**src/rtl/pfc_pkg.sv**
```systemverilog
// pfc_pkg: shared types, codes and helpers for the pixel format converter
// depends on nothing; imported by every other file of the block

package pfc_pkg;

    localparam int PIXEL_W = 64;
    localparam int WORD_W  = 32;
    localparam int NBYTES_W = 3;
    localparam int ADDR_W  = 4;
    localparam int DATA_W  = 32;

    // register indexes (byte address = 4 * index)
    localparam logic [1:0] REG_SOURCE_ENCODING   = 2'd0;
    localparam logic [1:0] REG_SOURCE_BIG_ENDIAN = 2'd1;
    localparam logic [1:0] REG_OUTPUT_FORMAT     = 2'd2;

    // source encodings
    localparam logic [3:0] SRC_RGB8   = 4'd0;
    localparam logic [3:0] SRC_BGR8   = 4'd1;
    localparam logic [3:0] SRC_MONO8  = 4'd2;
    localparam logic [3:0] SRC_MONO16 = 4'd3;
    localparam logic [3:0] SRC_RGB16  = 4'd4;
    localparam logic [3:0] SRC_BGR16  = 4'd5;
    localparam logic [3:0] SRC_RGBA8  = 4'd6;
    localparam logic [3:0] SRC_BGRA8  = 4'd7;
    localparam logic [3:0] SRC_RGBA16 = 4'd8;
    localparam logic [3:0] SRC_BGRA16 = 4'd9;

    // output formats
    localparam logic [3:0] FMT_RGB24      = 4'd0;
    localparam logic [3:0] FMT_BGR24      = 4'd1;
    localparam logic [3:0] FMT_RGB32      = 4'd2;
    localparam logic [3:0] FMT_BGR32      = 4'd3;
    localparam logic [3:0] FMT_ARGB32     = 4'd4;
    localparam logic [3:0] FMT_BGRA32     = 4'd5;
    localparam logic [3:0] FMT_ARGB32_PM  = 4'd6;
    localparam logic [3:0] FMT_BGRA32_PM  = 4'd7;
    localparam logic [3:0] FMT_Y8         = 4'd8;
    localparam logic [3:0] FMT_Y16        = 4'd9;

    localparam logic [NBYTES_W-1:0] NB_Y8   = 3'd1;
    localparam logic [NBYTES_W-1:0] NB_Y16  = 3'd2;
    localparam logic [NBYTES_W-1:0] NB_RGB  = 3'd3;
    localparam logic [NBYTES_W-1:0] NB_WORD = 3'd4;

    localparam logic [7:0] OPAQUE = 8'd255;

    // luma weights, Q0.16 (0.299, 0.587, 0.114)
    localparam logic [15:0] LUMA_WR = 16'd19595;
    localparam logic [15:0] LUMA_WG = 16'd38470;
    localparam logic [15:0] LUMA_WB = 16'd7471;

    typedef struct packed {
        logic [3:0] source_encoding;
        logic       source_big_endian;
        logic [3:0] output_format;
    } cfg_t;

    // stage 1 result: channels picked out of the source bytes
    typedef struct packed {
        logic [7:0]  r;
        logic [7:0]  g;
        logic [7:0]  b;
        logic [7:0]  a;
        logic [15:0] lr;
        logic [15:0] lg;
        logic [15:0] lb;
        logic        luma_wide;
    } chan_t;

    // stage 2 result: products
    typedef struct packed {
        logic [7:0]  r;
        logic [7:0]  g;
        logic [7:0]  b;
        logic [7:0]  a;
        logic [15:0] pr;
        logic [15:0] pg;
        logic [15:0] pb;
        logic [31:0] yr;
        logic [31:0] yg;
        logic [31:0] yb;
        logic        luma_wide;
    } prod_t;

    // stage 3 result: everything the packer can choose from
    typedef struct packed {
        logic [7:0]  r;
        logic [7:0]  g;
        logic [7:0]  b;
        logic [7:0]  a;
        logic [7:0]  qr;
        logic [7:0]  qg;
        logic [7:0]  qb;
        logic [15:0] luma;
    } res_t;

    // floor(x / 255) for x up to 255 * 255
    function automatic logic [7:0] div255(input logic [15:0] x);
        logic [16:0] t;
        t = {1'b0, x} + 17'd1 + {9'd0, x[15:8]};
        return t[15:8];
    endfunction

endpackage

```
**src/rtl/pfc_if.sv**
```systemverilog
// pfc_if: valid/ready channel interfaces for source pixels and packed results
// depends on pfc_pkg

interface pfc_in_if;
    import pfc_pkg::*;

    logic               valid;
    logic               ready;
    logic [PIXEL_W-1:0] pixel_bytes;

    modport source (output valid, output pixel_bytes, input ready);
    modport sink (input valid, input pixel_bytes, output ready);
endinterface

interface pfc_out_if;
    import pfc_pkg::*;

    logic                valid;
    logic                ready;
    logic [WORD_W-1:0]   out_word;
    logic [NBYTES_W-1:0] out_bytes;

    modport source (output valid, output out_word, output out_bytes, input ready);
    modport sink (input valid, input out_word, input out_bytes, output ready);
endinterface

```
**src/rtl/pixel_format_converter_unit.sv**
```systemverilog
// pixel_format_converter_unit: top level of the pixel format converter
// depends on pfc_pkg, pfc_if, pfc_cfg, pfc_unpack, pfc_arith, pfc_pack
//
// usage:
//  - pix_in carries one raw source pixel per request in pixel_bytes
//    (first stream byte in bits 7:0); pix_out returns one packed pixel
//    per request in out_word with its byte count in out_bytes
//  - the APB port sets source_encoding (0x0), source_big_endian (0x4) and
//    output_format (0x8); write them only while the pipeline is empty
//  - four register stages: unpack, multiply, luma sum / divide by 255,
//    output pack, passed through in that order on the way to pix_out;
//    one request per cycle is taken when pix_out keeps up
//  - every stage holds its own valid bit, so bubbles close up and a stage
//    takes a new request while the next one still holds a result
//  - when the receiver stalls, data holds in place and pix_in.ready drops
//    once all four stages are full; nothing is dropped or repeated
//  - reset empties the pipeline and clears the configuration registers to
//    zero (rgb8 source, little endian, rgb24 output)

module pixel_format_converter_unit (
    input  logic                        clk,
    input  logic                        rst_n,
    input  logic                        psel,
    input  logic                        penable,
    input  logic                        pwrite,
    input  logic [pfc_pkg::ADDR_W-1:0]  paddr,
    input  logic [pfc_pkg::DATA_W-1:0]  pwdata,
    output logic [pfc_pkg::DATA_W-1:0]  prdata,
    output logic                        pready,
    pfc_in_if.sink                      pix_in,
    pfc_out_if.source                   pix_out
);
    import pfc_pkg::*;

    cfg_t  cfg;
    logic  unp_valid;
    logic  unp_ready;
    chan_t unp_chan;
    logic  ari_valid;
    logic  ari_ready;
    res_t  ari_res;

    pfc_cfg u_cfg (
        .clk     (clk),
        .rst_n   (rst_n),
        .psel    (psel),
        .penable (penable),
        .pwrite  (pwrite),
        .paddr   (paddr),
        .pwdata  (pwdata),
        .prdata  (prdata),
        .pready  (pready),
        .cfg     (cfg)
    );

    pfc_unpack u_unpack (
        .clk         (clk),
        .rst_n       (rst_n),
        .cfg         (cfg),
        .in_valid    (pix_in.valid),
        .in_ready    (pix_in.ready),
        .pixel_bytes (pix_in.pixel_bytes),
        .out_valid   (unp_valid),
        .out_ready   (unp_ready),
        .out_chan    (unp_chan)
    );

    pfc_arith u_arith (
        .clk       (clk),
        .rst_n     (rst_n),
        .in_valid  (unp_valid),
        .in_ready  (unp_ready),
        .in_chan   (unp_chan),
        .out_valid (ari_valid),
        .out_ready (ari_ready),
        .out_res   (ari_res)
    );

    pfc_pack u_pack (
        .clk       (clk),
        .rst_n     (rst_n),
        .cfg       (cfg),
        .in_valid  (ari_valid),
        .in_ready  (ari_ready),
        .in_res    (ari_res),
        .out_valid (pix_out.valid),
        .out_ready (pix_out.ready),
        .out_word  (pix_out.out_word),
        .out_bytes (pix_out.out_bytes)
    );

endmodule

```
**src/rtl/pfc_cfg.sv**
```systemverilog
// pfc_cfg: APB register file holding source encoding, endianness, output format
// depends on pfc_pkg

module pfc_cfg (
    input  logic                          clk,
    input  logic                          rst_n,
    input  logic                          psel,
    input  logic                          penable,
    input  logic                          pwrite,
    input  logic [pfc_pkg::ADDR_W-1:0]    paddr,
    input  logic [pfc_pkg::DATA_W-1:0]    pwdata,
    output logic [pfc_pkg::DATA_W-1:0]    prdata,
    output logic                          pready,
    output pfc_pkg::cfg_t                 cfg
);
    import pfc_pkg::*;

    cfg_t       cfg_reg;
    cfg_t       cfg_next;
    logic       wr_en;
    logic [1:0] reg_idx;

    assign pready  = 1'b1;
    assign reg_idx = paddr[3:2];
    assign wr_en   = psel && penable && pwrite;

    always_comb
    begin
        cfg_next = cfg_reg;
        if (wr_en)
        begin
            case (reg_idx)
                REG_SOURCE_ENCODING:   cfg_next.source_encoding = pwdata[3:0];
                REG_SOURCE_BIG_ENDIAN: cfg_next.source_big_endian = pwdata[0];
                REG_OUTPUT_FORMAT:     cfg_next.output_format = pwdata[3:0];
                default:               cfg_next = cfg_reg;
            endcase
        end
    end

    always_ff @(posedge clk or negedge rst_n)
    begin
        if (!rst_n)
        begin
            cfg_reg <= '0;
        end
        else
        begin
            cfg_reg <= cfg_next;
        end
    end

    always_comb
    begin
        case (reg_idx)
            REG_SOURCE_ENCODING:   prdata = {28'd0, cfg_reg.source_encoding};
            REG_SOURCE_BIG_ENDIAN: prdata = {31'd0, cfg_reg.source_big_endian};
            REG_OUTPUT_FORMAT:     prdata = {28'd0, cfg_reg.output_format};
            default:               prdata = '0;
        endcase
    end

    assign cfg = cfg_reg;

endmodule

```
**src/rtl/pfc_unpack.sv**
```systemverilog
// pfc_unpack: pipeline stage 1, picks the channels out of the raw source bytes
// depends on pfc_pkg

module pfc_unpack (
    input  logic                         clk,
    input  logic                         rst_n,
    input  pfc_pkg::cfg_t                cfg,
    input  logic                         in_valid,
    output logic                         in_ready,
    input  logic [pfc_pkg::PIXEL_W-1:0]  pixel_bytes,
    output logic                         out_valid,
    input  logic                         out_ready,
    output pfc_pkg::chan_t               out_chan
);
    import pfc_pkg::*;

    function automatic logic [7:0] get_byte(input logic [PIXEL_W-1:0] px,
                                            input logic [2:0] k);
        return px[{k, 3'b000} +: 8];
    endfunction

    function automatic logic [15:0] get_sample(input logic [PIXEL_W-1:0] px,
                                               input logic [1:0] c,
                                               input logic big_endian);
        logic [7:0] lo;
        logic [7:0] hi;
        lo = px[{c, 4'b0000} +: 8];
        hi = px[{c, 4'b1000} +: 8];
        return big_endian ? {lo, hi} : {hi, lo};
    endfunction

    logic       valid_reg;
    logic       valid_next;
    chan_t      chan_reg;
    chan_t      chan_next;
    logic [1:0] ri;
    logic [1:0] gi;
    logic [1:0] bi;
    logic       wide;
    logic       has_alpha;
    logic [15:0] r16;
    logic [15:0] g16;
    logic [15:0] b16;
    logic [15:0] a16;

    always_comb
    begin
        ri = 2'd0;
        gi = 2'd1;
        bi = 2'd2;
        wide = 1'b0;
        has_alpha = 1'b0;
        case (cfg.source_encoding)
            SRC_BGR8:
            begin
                ri = 2'd2;
                bi = 2'd0;
            end
            SRC_MONO8:
            begin
                gi = 2'd0;
                bi = 2'd0;
            end
            SRC_MONO16:
            begin
                gi = 2'd0;
                bi = 2'd0;
                wide = 1'b1;
            end
            SRC_RGB16:
            begin
                wide = 1'b1;
            end
            SRC_BGR16:
            begin
                ri = 2'd2;
                bi = 2'd0;
                wide = 1'b1;
            end
            SRC_RGBA8:
            begin
                has_alpha = 1'b1;
            end
            SRC_BGRA8:
            begin
                ri = 2'd2;
                bi = 2'd0;
                has_alpha = 1'b1;
            end
            SRC_RGBA16:
            begin
                wide = 1'b1;
                has_alpha = 1'b1;
            end
            SRC_BGRA16:
            begin
                ri = 2'd2;
                bi = 2'd0;
                wide = 1'b1;
                has_alpha = 1'b1;
            end
            default:
            begin
                ri = 2'd0;
            end
        endcase
    end

    always_comb
    begin
        r16 = get_sample(pixel_bytes, ri, cfg.source_big_endian);
        g16 = get_sample(pixel_bytes, gi, cfg.source_big_endian);
        b16 = get_sample(pixel_bytes, bi, cfg.source_big_endian);
        a16 = get_sample(pixel_bytes, 2'd3, cfg.source_big_endian);

        chan_next = '0;
        if (wide)
        begin
            chan_next.r = r16[15:8];
            chan_next.g = g16[15:8];
            chan_next.b = b16[15:8];
            chan_next.a = has_alpha ? a16[15:8] : OPAQUE;
        end
        else
        begin
            chan_next.r = get_byte(pixel_bytes, {1'b0, ri});
            chan_next.g = get_byte(pixel_bytes, {1'b0, gi});
            chan_next.b = get_byte(pixel_bytes, {1'b0, bi});
            chan_next.a = has_alpha ? get_byte(pixel_bytes, 3'd3) : OPAQUE;
        end

        // y16 from a 16-bit source works on the full samples
        chan_next.luma_wide = wide && (cfg.output_format == FMT_Y16);
        chan_next.lr = chan_next.luma_wide ? r16 : {8'd0, chan_next.r};
        chan_next.lg = chan_next.luma_wide ? g16 : {8'd0, chan_next.g};
        chan_next.lb = chan_next.luma_wide ? b16 : {8'd0, chan_next.b};
    end

    assign in_ready   = !valid_reg || out_ready;
    assign valid_next = in_ready ? in_valid : valid_reg;

    always_ff @(posedge clk or negedge rst_n)
    begin
        if (!rst_n)
        begin
            valid_reg <= 1'b0;
        end
        else
        begin
            valid_reg <= valid_next;
        end
    end

    always_ff @(posedge clk)
    begin
        if (in_ready && in_valid)
        begin
            chan_reg <= chan_next;
        end
    end

    assign out_valid = valid_reg;
    assign out_chan  = chan_reg;

endmodule

```
**src/rtl/pfc_arith.sv**
```systemverilog
// pfc_arith: pipeline stages 2 and 3, luma and premultiply products, then
// the luma sum and the divide by 255; depends on pfc_pkg

module pfc_arith (
    input  logic            clk,
    input  logic            rst_n,
    input  logic            in_valid,
    output logic            in_ready,
    input  pfc_pkg::chan_t  in_chan,
    output logic            out_valid,
    input  logic            out_ready,
    output pfc_pkg::res_t   out_res
);
    import pfc_pkg::*;

    logic  mul_valid_reg;
    logic  mul_valid_next;
    logic  mul_ready;
    prod_t prod_reg;
    prod_t prod_next;

    logic  sum_valid_reg;
    logic  sum_valid_next;
    logic  sum_ready;
    res_t  res_reg;
    res_t  res_next;
    logic [31:0] luma_sum;

    // stage 2: multipliers
    always_comb
    begin
        prod_next.r  = in_chan.r;
        prod_next.g  = in_chan.g;
        prod_next.b  = in_chan.b;
        prod_next.a  = in_chan.a;
        prod_next.pr = {8'd0, in_chan.a} * {8'd0, in_chan.r};
        prod_next.pg = {8'd0, in_chan.a} * {8'd0, in_chan.g};
        prod_next.pb = {8'd0, in_chan.a} * {8'd0, in_chan.b};
        prod_next.yr = {16'd0, LUMA_WR} * {16'd0, in_chan.lr};
        prod_next.yg = {16'd0, LUMA_WG} * {16'd0, in_chan.lg};
        prod_next.yb = {16'd0, LUMA_WB} * {16'd0, in_chan.lb};
        prod_next.luma_wide = in_chan.luma_wide;
    end

    assign mul_ready      = !mul_valid_reg || sum_ready;
    assign in_ready       = mul_ready;
    assign mul_valid_next = mul_ready ? in_valid : mul_valid_reg;

    always_ff @(posedge clk or negedge rst_n)
    begin
        if (!rst_n)
        begin
            mul_valid_reg <= 1'b0;
        end
        else
        begin
            mul_valid_reg <= mul_valid_next;
        end
    end

    always_ff @(posedge clk)
    begin
        if (mul_ready && in_valid)
        begin
            prod_reg <= prod_next;
        end
    end

    // stage 3: luma sum stays below 2^32 since the weights add to 65536
    assign luma_sum = prod_reg.yr + prod_reg.yg + prod_reg.yb;

    always_comb
    begin
        res_next.r    = prod_reg.r;
        res_next.g    = prod_reg.g;
        res_next.b    = prod_reg.b;
        res_next.a    = prod_reg.a;
        res_next.qr   = div255(prod_reg.pr);
        res_next.qg   = div255(prod_reg.pg);
        res_next.qb   = div255(prod_reg.pb);
        res_next.luma = prod_reg.luma_wide ? luma_sum[31:16] : luma_sum[23:8];
    end

    assign sum_ready      = !sum_valid_reg || out_ready;
    assign sum_valid_next = sum_ready ? mul_valid_reg : sum_valid_reg;

    always_ff @(posedge clk or negedge rst_n)
    begin
        if (!rst_n)
        begin
            sum_valid_reg <= 1'b0;
        end
        else
        begin
            sum_valid_reg <= sum_valid_next;
        end
    end

    always_ff @(posedge clk)
    begin
        if (sum_ready && mul_valid_reg)
        begin
            res_reg <= res_next;
        end
    end

    assign out_valid = sum_valid_reg;
    assign out_res   = res_reg;

endmodule

```
**src/rtl/pfc_pack.sv**
```systemverilog
// pfc_pack: pipeline stage 4, packs the output word by format into the
// output register; depends on pfc_pkg

module pfc_pack (
    input  logic                          clk,
    input  logic                          rst_n,
    input  pfc_pkg::cfg_t                 cfg,
    input  logic                          in_valid,
    output logic                          in_ready,
    input  pfc_pkg::res_t                 in_res,
    output logic                          out_valid,
    input  logic                          out_ready,
    output logic [pfc_pkg::WORD_W-1:0]    out_word,
    output logic [pfc_pkg::NBYTES_W-1:0]  out_bytes
);
    import pfc_pkg::*;

    logic                valid_reg;
    logic                valid_next;
    logic [WORD_W-1:0]   word_reg;
    logic [WORD_W-1:0]   word_next;
    logic [NBYTES_W-1:0] nbytes_reg;
    logic [NBYTES_W-1:0] nbytes_next;

    always_comb
    begin
        case (cfg.output_format)
            FMT_BGR24:
            begin
                word_next   = {8'd0, in_res.r, in_res.g, in_res.b};
                nbytes_next = NB_RGB;
            end
            FMT_RGB32:
            begin
                word_next   = {OPAQUE, in_res.r, in_res.g, in_res.b};
                nbytes_next = NB_WORD;
            end
            FMT_BGR32:
            begin
                word_next   = {OPAQUE, in_res.b, in_res.g, in_res.r};
                nbytes_next = NB_WORD;
            end
            FMT_ARGB32:
            begin
                word_next   = {in_res.a, in_res.r, in_res.g, in_res.b};
                nbytes_next = NB_WORD;
            end
            FMT_BGRA32:
            begin
                word_next   = {in_res.a, in_res.b, in_res.g, in_res.r};
                nbytes_next = NB_WORD;
            end
            FMT_ARGB32_PM:
            begin
                word_next   = {in_res.a, in_res.qr, in_res.qg, in_res.qb};
                nbytes_next = NB_WORD;
            end
            FMT_BGRA32_PM:
            begin
                word_next   = {in_res.a, in_res.qb, in_res.qg, in_res.qr};
                nbytes_next = NB_WORD;
            end
            FMT_Y8:
            begin
                word_next   = {24'd0, in_res.luma[15:8]};
                nbytes_next = NB_Y8;
            end
            FMT_Y16:
            begin
                word_next   = {16'd0, in_res.luma};
                nbytes_next = NB_Y16;
            end
            default:
            begin
                word_next   = {8'd0, in_res.b, in_res.g, in_res.r};
                nbytes_next = NB_RGB;
            end
        endcase
    end

    assign in_ready   = !valid_reg || out_ready;
    assign valid_next = in_ready ? in_valid : valid_reg;

    always_ff @(posedge clk or negedge rst_n)
    begin
        if (!rst_n)
        begin
            valid_reg <= 1'b0;
        end
        else
        begin
            valid_reg <= valid_next;
        end
    end

    always_ff @(posedge clk)
    begin
        if (in_ready && in_valid)
        begin
            word_reg   <= word_next;
            nbytes_reg <= nbytes_next;
        end
    end

    assign out_valid = valid_reg;
    assign out_word  = word_reg;
    assign out_bytes = nbytes_reg;

endmodule

```
**src/flat_wrapper.sv**
```systemverilog
// flat-port wrapper written by rule: the top's interface ports become plain ports
module pixel_format_converter_unit_flat import pfc_pkg::*;
  (clk, rst_n, psel, penable, pwrite, paddr, pwdata, prdata, pready, pix_in_valid, pix_in_pixel_bytes, pix_in_ready, pix_out_valid, pix_out_out_word, pix_out_out_bytes, pix_out_ready);
  pfc_in_if pix_in_i ();
  pfc_out_if pix_out_i ();
  input  logic clk;
  input  logic rst_n;
  input  logic psel;
  input  logic penable;
  input  logic pwrite;
  input  logic [pfc_pkg::ADDR_W-1:0] paddr;
  input  logic [pfc_pkg::DATA_W-1:0] pwdata;
  output logic [pfc_pkg::DATA_W-1:0] prdata;
  output logic pready;
  input wire logic [$bits(pix_in_i.valid)-1:0] pix_in_valid;
  input wire logic [$bits(pix_in_i.pixel_bytes)-1:0] pix_in_pixel_bytes;
  output wire logic [$bits(pix_in_i.ready)-1:0] pix_in_ready;
  output wire logic [$bits(pix_out_i.valid)-1:0] pix_out_valid;
  output wire logic [$bits(pix_out_i.out_word)-1:0] pix_out_out_word;
  output wire logic [$bits(pix_out_i.out_bytes)-1:0] pix_out_out_bytes;
  input wire logic [$bits(pix_out_i.ready)-1:0] pix_out_ready;
  assign pix_in_i.valid = pix_in_valid;
  assign pix_in_i.pixel_bytes = pix_in_pixel_bytes;
  assign pix_in_ready = pix_in_i.ready;
  assign pix_out_valid = pix_out_i.valid;
  assign pix_out_out_word = pix_out_i.out_word;
  assign pix_out_out_bytes = pix_out_i.out_bytes;
  assign pix_out_i.ready = pix_out_ready;
  pixel_format_converter_unit u_core (.clk(clk), .rst_n(rst_n), .psel(psel), .penable(penable), .pwrite(pwrite), .paddr(paddr), .pwdata(pwdata), .prdata(prdata), .pready(pready), .pix_in(pix_in_i), .pix_out(pix_out_i));
endmodule
```
**config.mk**
```make
export PLATFORM = sky130hd
export DESIGN_NAME = pixel_format_converter_unit_flat
export DESIGN_NICKNAME = d
export VERILOG_FILES = /design/src/rtl/pfc_pkg.sv /design/src/rtl/pfc_if.sv /design/src/rtl/pixel_format_converter_unit.sv /design/src/rtl/pfc_cfg.sv /design/src/rtl/pfc_unpack.sv /design/src/rtl/pfc_arith.sv /design/src/rtl/pfc_pack.sv /design/src/flat_wrapper.sv
export SDC_FILE = /design/constraint.sdc
export NUM_CORES = 2
export LEC_CHECK = 0
export CAP_MARGIN = 20
export CORE_MARGIN = 8
export CORE_UTILIZATION = 30
export CTS_CLUSTER_DIAMETER = 50
export DETAILED_ROUTE_END_ITERATION = 8
export DONT_BUFFER_PORTS = 1
export PLACE_DENSITY_LB_ADDON = 0.08
export SYNTH_ARGS = -nofsm -noshare
export SYNTH_HDL_FRONTEND = slang
export SYNTH_HIERARCHICAL = 1
export SYNTH_SLANG_ARGS = --single-unit
```
**constraint.sdc**
```tcl
create_clock -name clk -period 5.05 [get_ports clk]
set_input_delay 0.2525 -clock clk [delete_from_list [all_inputs] [get_ports clk]]
set_output_delay 0.2525 -clock clk [all_outputs]
set_load 0.01 [all_outputs]
```
Word level (Yosys, flattened, before mapping)
Index checks and enable logic that the tools add are counted.
{"block": "word_totals", "regBits": 373, "latch_bits": 0, "mem_bits_rw": 0, "mem_bits_ro": 0, "output_inout_bits": 70, "n_memories": 0}
{"block": "classes", "add_sub_neg": 8, "n_mul": 6, "n_div": 0, "n_lt_le_gt_ge": 0, "eq_ne": 20, "n_shift": 9, "mux": 19, "bitwise_logic": 0, "reduce_logical": 25}
{"op": "$shiftx A64 B7 Y8", "count": 6}
{"op": "$pmux W32 S9", "count": 1}
{"op": "$shiftx A64 B6 Y8", "count": 3}
{"op": "$mux W16", "count": 5}
{"op": "$mul A15 B16 Y31 const A", "count": 2}
{"op": "$add A16 B1 Y16 const B", "count": 3}
{"op": "$add A16 B8 Y16", "count": 3}
{"op": "$mul A8 B8 Y16", "count": 3}
{"op": "$mux W8", "count": 5}
{"op": "$add A31 B32 Y32", "count": 1}
{"op": "$add A32 B29 Y32", "count": 1}
{"op": "$eq A4 B3 Y1 const B", "count": 8}
{"op": "$mux W32", "count": 1}
{"op": "$mul A13 B16 Y29 const A", "count": 1}
{"op": "$eq A4 B2 Y1 const B", "count": 4}
{"op": "$eq A4 B4 Y1 const B", "count": 4}
{"op": "$pmux W4 S3", "count": 1}
{"op": "$reduce_or A6 Y1", "count": 2}
{"op": "$pmux W3 S3", "count": 1}
{"op": "$eq A4 B1 Y1 const B", "count": 2}
{"op": "$reduce_or A4 Y1", "count": 2}
{"op": "$logic_and A1 B1 Y1", "count": 7}
{"op": "$reduce_and A2 Y1", "count": 3}
{"op": "$reduce_or A5 Y1", "count": 1}
{"op": "other kinds (8)", "count": 17}

Longest topological paths before layout
{"block": "logic_depth", "depth_word": 7, "depth_mapped": 19}

Hierarchy
The synthesis kept the hierarchy.
{"module": "pfc_arith", "instances": 1, "cells_each": 2613, "area_each_um2": 28393.5}
{"module": "pfc_unpack", "instances": 1, "cells_each": 464, "area_each_um2": 5137.4}
{"module": "pfc_pack", "instances": 1, "cells_each": 229, "area_each_um2": 2387.3}
{"module": "pfc_cfg", "instances": 1, "cells_each": 64, "area_each_um2": 686.9}

Least setup slack after synthesis
No wires, ideal clock.
{"block": "synth_timing", "kind": "reg2reg", "start": "reg u_core.u_unpack.chan_reg (netlist bit u_core/u_unpack/out_chan[6])", "end": "reg u_core/u_arith/prod_reg[27] in the netlist's numbering, data pin", "t_arrival_ns": 5.095, "setup_slack_ns": -0.306, "path_stages_with_launch": 19, "path_buffers": 0, "period_less_slack_ns": 5.356, "cell_sequence": "edfxtp_1 > inv_1 > fa_1 > inv_1 > fa_1 > fa_1 > fa_1 > inv_1 > fa_1 > inv_1 > ha_1 > a21o_1 > a21oi_1 > nor2_1 > o41ai_1 > a31oi_1 > a31oi_1 > nor3_1 > a311o_1"}
{"item": "start, declared", "line_no": "pfc_unpack.sv:34", "source": "chan_t chan_reg;"}
{"item": "start signal, assigned", "line_no": "pfc_unpack.sv:158", "source": "chan_reg <= chan_next;"}
{"item": "end signal, assigned", "line_no": "pfc_arith.sv:65", "source": "prod_reg <= prod_next;"}
{"item": "end, declared", "line_no": "pfc_arith.sv:19", "source": "prod_t prod_reg;"}

==> metrics.txt <==
# TYPE chip_impl_metric gauge
chip_impl_metric{name="syn-cell-area",unit="mm2"} 0.03661
chip_impl_metric{name="cts_buffer_depth",unit=""} 3
chip_impl_metric{name="critical_path.max_stage_delay",unit="ns"} 0.56
chip_impl_metric{name="final-setup-viol-count",unit=""} 10
chip_impl_metric{name="grt_first_pass_wirelength",unit="um"} 173900
chip_impl_metric{name="yosys.area.top_type_share",unit="%"} 29.53
chip_impl_metric{name="drc_errors",unit=""} 0
chip_impl_metric{name="fmax",unit="GHz"} 0.1905
chip_impl_metric{name="detailedPlacementHpwl",unit="um"} 94550
chip_impl_metric{name="io_count",unit=""} 177
chip_impl_metric{name="yosysUniqueCellTypes",unit=""} 97
chip_impl_metric{name="fp.dieArea",unit="mm2"} 0.1335
chip_impl_metric{name="period_needed",unit="ns"} 5.248
chip_impl_info{name="ys_top_cells_by_area",value="edfxtp_1 30%, ha_1 18%, fa_1 18%"} 1
chip_impl_metric{name="max_slew_violation_count",unit=""} 0
chip_impl_metric{name="synth_enable_flop_cells",unit=""} 360
chip_impl_metric{name="clkTransAtPathRegs",unit="ns"} 0.06
chip_impl_metric{name="fin_crit_sh",unit="%"} 103.9
chip_impl_metric{name="postSynthRegisterBits",unit=""} 373
chip_impl_metric{name="timing.critical_path.buf_inv",unit=""} 6
chip_impl_metric{name="fp.coreArea",unit="mm2"} 0.1214
chip_impl_metric{name="layout-area-overhead-vs-synth",unit="%"} 21.78
chip_impl_info{name="top_flip_flop_cell_by_instance_count_after_synthesis",value="edfxtp_1"} 1
chip_impl_metric{name="final_nets",unit=""} 4661
chip_impl_metric{name="number_of_global_route_vias_before_repair",unit=""} 27957
chip_impl_info{name="hold_path_class",value="input port to asynchronous set/reset pin"} 1
chip_impl_metric{name="slew_headroom",unit="%"} 27.04
chip_impl_metric{name="drt_pre_antenna_iters",unit=""} 6
chip_impl_metric{name="num-fill-cells",unit=""} 12139
chip_impl_metric{name="antenna_found_initial",unit=""} 12
chip_impl_metric{name="dr.first_iter.drc_count",unit=""} 1322
chip_impl_metric{name="dieHeight",unit="um"} 365.3
chip_impl_info{name="cts.root.buffer_cell",value="clkbuf_16"} 1
chip_impl_metric{name="insertion_delay",unit="ns"} 0.68
chip_impl_metric{name="largest_net_degree_at_the_start_of_global_routing",unit=""} 99
chip_impl_info{name="worstPathCellList",value="inv_2 > fa_1 > inv_2 > fa_1 > fa_1 > fa_1 > inv_2 > fa_1 > inv_2 > ha_4 > buf_6 > a21o_1 > a21oi_2 > nor2_2 > o41ai_4 > a31oi_2 > a31oi_2 > buf_4 > nor3_2 > a311o_1"} 1
chip_impl_metric{name="worst_ep_required_time",unit="ns"} 5.41
chip_impl_metric{name="synthesis.area_per_instance",unit="um2"} 10.86
chip_impl_metric{name="critical_path_arrival",unit="ns"} 5.61
chip_impl_metric{name="route.detailed.wl_per_inst",unit="um"} 21.21
chip_impl_metric{name="max_reg_flops",unit=""} 172
chip_impl_metric{name="post_route_cells_drive_above_1_share",unit="%"} 17.58
chip_impl_metric{name="routed_wl",unit="um"} 114500
chip_impl_metric{name="final.setup.worst_slack",unit="ns"} -0.1980
chip_impl_metric{name="cts_buffers",unit=""} 61
chip_impl_info{name="tritoncts",value="built"} 1
chip_impl_info{name="rsz_0062_raised_after_global_routing",value="yes"} 1
chip_impl_info{name="slowest_stage",value="fa_1"} 1
chip_impl_metric{name="floorplan.rows",unit=""} 128
chip_impl_metric{name="vias",unit=""} 25668
chip_impl_metric{name="port_buffers",unit=""} 0
chip_impl_metric{name="cap_violations",unit=""} 0
chip_impl_info{name="path_delay_family",value="adder cells"} 1
chip_impl_metric{name="ant_nets",unit=""} 0
chip_impl_metric{name="postSynth.asyncResetShare",unit="%"} 3.485
chip_impl_metric{name="path_max_fanout",unit=""} 4
chip_impl_metric{name="globalRoute.totalOverflow",unit=""} 0
chip_impl_metric{name="start_util",unit="%"} 30.15
chip_impl_metric{name="warning_count_from_the_yosys_run",unit=""} 6
chip_impl_info{name="critPathCaptureType",value="register"} 1
chip_impl_metric{name="gp_congestion",unit=""} 0.8853
chip_impl_metric{name="worst_margin_pin_slew",unit="ns"} 1.093
chip_impl_info{name="timing_worst_setup_path_type",value="register to register"} 1
chip_impl_metric{name="netlist_instances",unit=""} 3370
chip_impl_info{name="worstSetupStartpointType",value="register"} 1
chip_impl_metric{name="grt_util_overall",unit="%"} 17.11
chip_impl_metric{name="cts-htree-levels",unit=""} 2
chip_impl_info{name="synth_largest_area_cell",value="edfxtp_1"} 1
chip_impl_metric{name="fin_clk_skew",unit="ns"} 0.07830
chip_impl_metric{name="via_per_inst",unit=""} 4.755
chip_impl_metric{name="cts_num_sinks",unit=""} 373
chip_impl_info{name="status",value="finished with violations"} 1
chip_impl_metric{name="seq_area_frac_synth",unit="%"} 30.42
chip_impl_metric{name="hold_viol",unit=""} 0
chip_impl_info{name="crit_path_frequent_cell",value="fa_1"} 1
chip_impl_metric{name="fp.dieW",unit="um"} 365.3
chip_impl_info{name="failed_checks",value="setup timing"} 1
chip_impl_metric{name="preCtsSetupSlack",unit="ns"} -0.3393
-- cell families (layout without fill, tap and decap cells) --
logic type | Yosys count | count (layout) | share of synthesized area (%)
adders and majority gates | 844 | 844 | 35.41
and+or+nand+nor | 731 | 731 | 10.09
buffers and inverters | 642 | 1010 | 7.219
AOI/OAI and AO/OA | 488 | 488 | 9.284
DFF | 373 | 373 | 30.42
xor gates and xnor gates | 147 | 147 | 3.517
muxes | 143 | 143 | 4.037
other | 2 | 37 | 0.02052
-- cell usage in the layout (no fill, tap or decap), drive strengths merged, types with 20 or more instances in the layout --
cell,count
edfxtp,360
clkinv,23
and3,28
mux2,25
nor2b,34
clkbuf,66
nand2b,24
a31oi,20
nand3,39
fa,322
o21ai,66
o21a,21
a21oi,129
conb,29
ha,516
and2,134
nor2,137
xor2,43
xnor2,104
inv,537
nand4,23
buf,301
nor3,34
nand2,220
mux2i,118
dlygate4sd3,71
a21o,65
-- final cells by class --
class                      count  area (um2)  share of cell area (%)
sequential                   373       11140                   24.99
antenna                        8       20.02                 0.04491
multi-input combinational   2382       24210                   54.32
timing repair buffer         372        3082                   6.913
tap                         1625        2033                   4.561
inverter                     526        1974                   4.429
clock inverter                46       561.8                   1.260
clock buffer                  66        1555                   3.489
-- repair_timing --
action,4_1_cts,5_1_grt
buffers inserted,33,20
setup endpoints to repair,33,42
endpoints found under the hold margin,51,0
pin swaps,111,84
resized for setup,129,79
hold buffers,71,0
cloned,0,0
-- synth_stat cells (all sizes together) (11+ instances only) --
library cell,instances
a211oi,19
a21boi,11
a21o,65
a21oi,129
a221oi,16
a22oi,12
a31o,16
a31oi,20
and2,134
and3,28
buf,72
clkbuf,44
dfrtp,13
edfxtp,360
fa,322
ha,516
inv,525
mux2,25
mux2i,118
nand2,220
nand2b,24
nand3,39
nand4,23
nor2,137
nor2b,34
nor3,34
o21a,21
o21ai,66
o21bai,16
or3,17
xnor2,104
xor2,43
-- routing by layer --
layer  vias up  track usage [%]  wire length [um]
li1      12250                -                 -
met1     12779            22.77             52210
met2       513            28.84             53290
met3       126            3.026              5868
met4         0            4.209              3130
met5         -                0                 0
-- stage by stage --
| step | instances | setup TNS (ns) | utilization, % | cell area, um2 | hold slack [ns] |
|---|---|---|---|---|---|
| final | 5398 | -0.7801 | 36.72 | 44580 | 0.05240 |
| after global routing | 5390 | -5.161 | 36.71 | 44560 | 0.02639 |
| after CTS | 5375 | -1.290 | 36.30 | 44070 | 0.01186 |
| after detailed placement | 5163 | -4.274 | 33.12 | 40210 | -0.04222 |
| after global placement | 5163 | -3.096 | 33.12 | 40210 | -0.04229 |
| after floorplan | 3397 | -0.1284 | - | 36830 | -0.04309 |
-- worst register-to-register path, stage by stage, from the launching register on --
cell	delay, ns
edfxtp_1	0.36
inv_2	0.08
fa_1	0.56
inv_2	0.05
fa_1	0.51
fa_1	0.53
fa_1	0.53
inv_2	0.04
fa_1	0.49
inv_2	0.05
ha_4	0.15
buf_6	0.11
a21o_1	0.17
a21oi_2	0.15
nor2_2	0.06
o41ai_4	0.25
a31oi_2	0.15
a31oi_2	0.20
buf_4	0.15
nor3_2	0.03
a311o_1	0.32
-- worst paths after layout --
path                                                   start                      endpoint  slack, ns  depth (start not counted)
worst max register to register   u_core/u_unpack/out_chan[5]   u_core/u_arith/prod_reg[27]      -0.20                         20
worst min register to register  u_core/u_arith/prod_reg[169]    u_core/u_arith/out_res[64]       0.35                          0
worst max-delay path             u_core/u_unpack/out_chan[5]   u_core/u_arith/prod_reg[27]      -0.20                         20
worst min-delay path                                   rst_n           u_core/u_cfg/cfg[1]       0.05                          1
max in group asynchronous                              rst_n           u_core/u_cfg/cfg[4]       4.45                          1
min in group clk                       pix_in_pixel_bytes[3]  u_core/u_unpack/out_chan[60]       0.05                          2
Power is not shown: default switching activity piles up to over one toggle a cycle in this logic, so the estimate is an artifact.
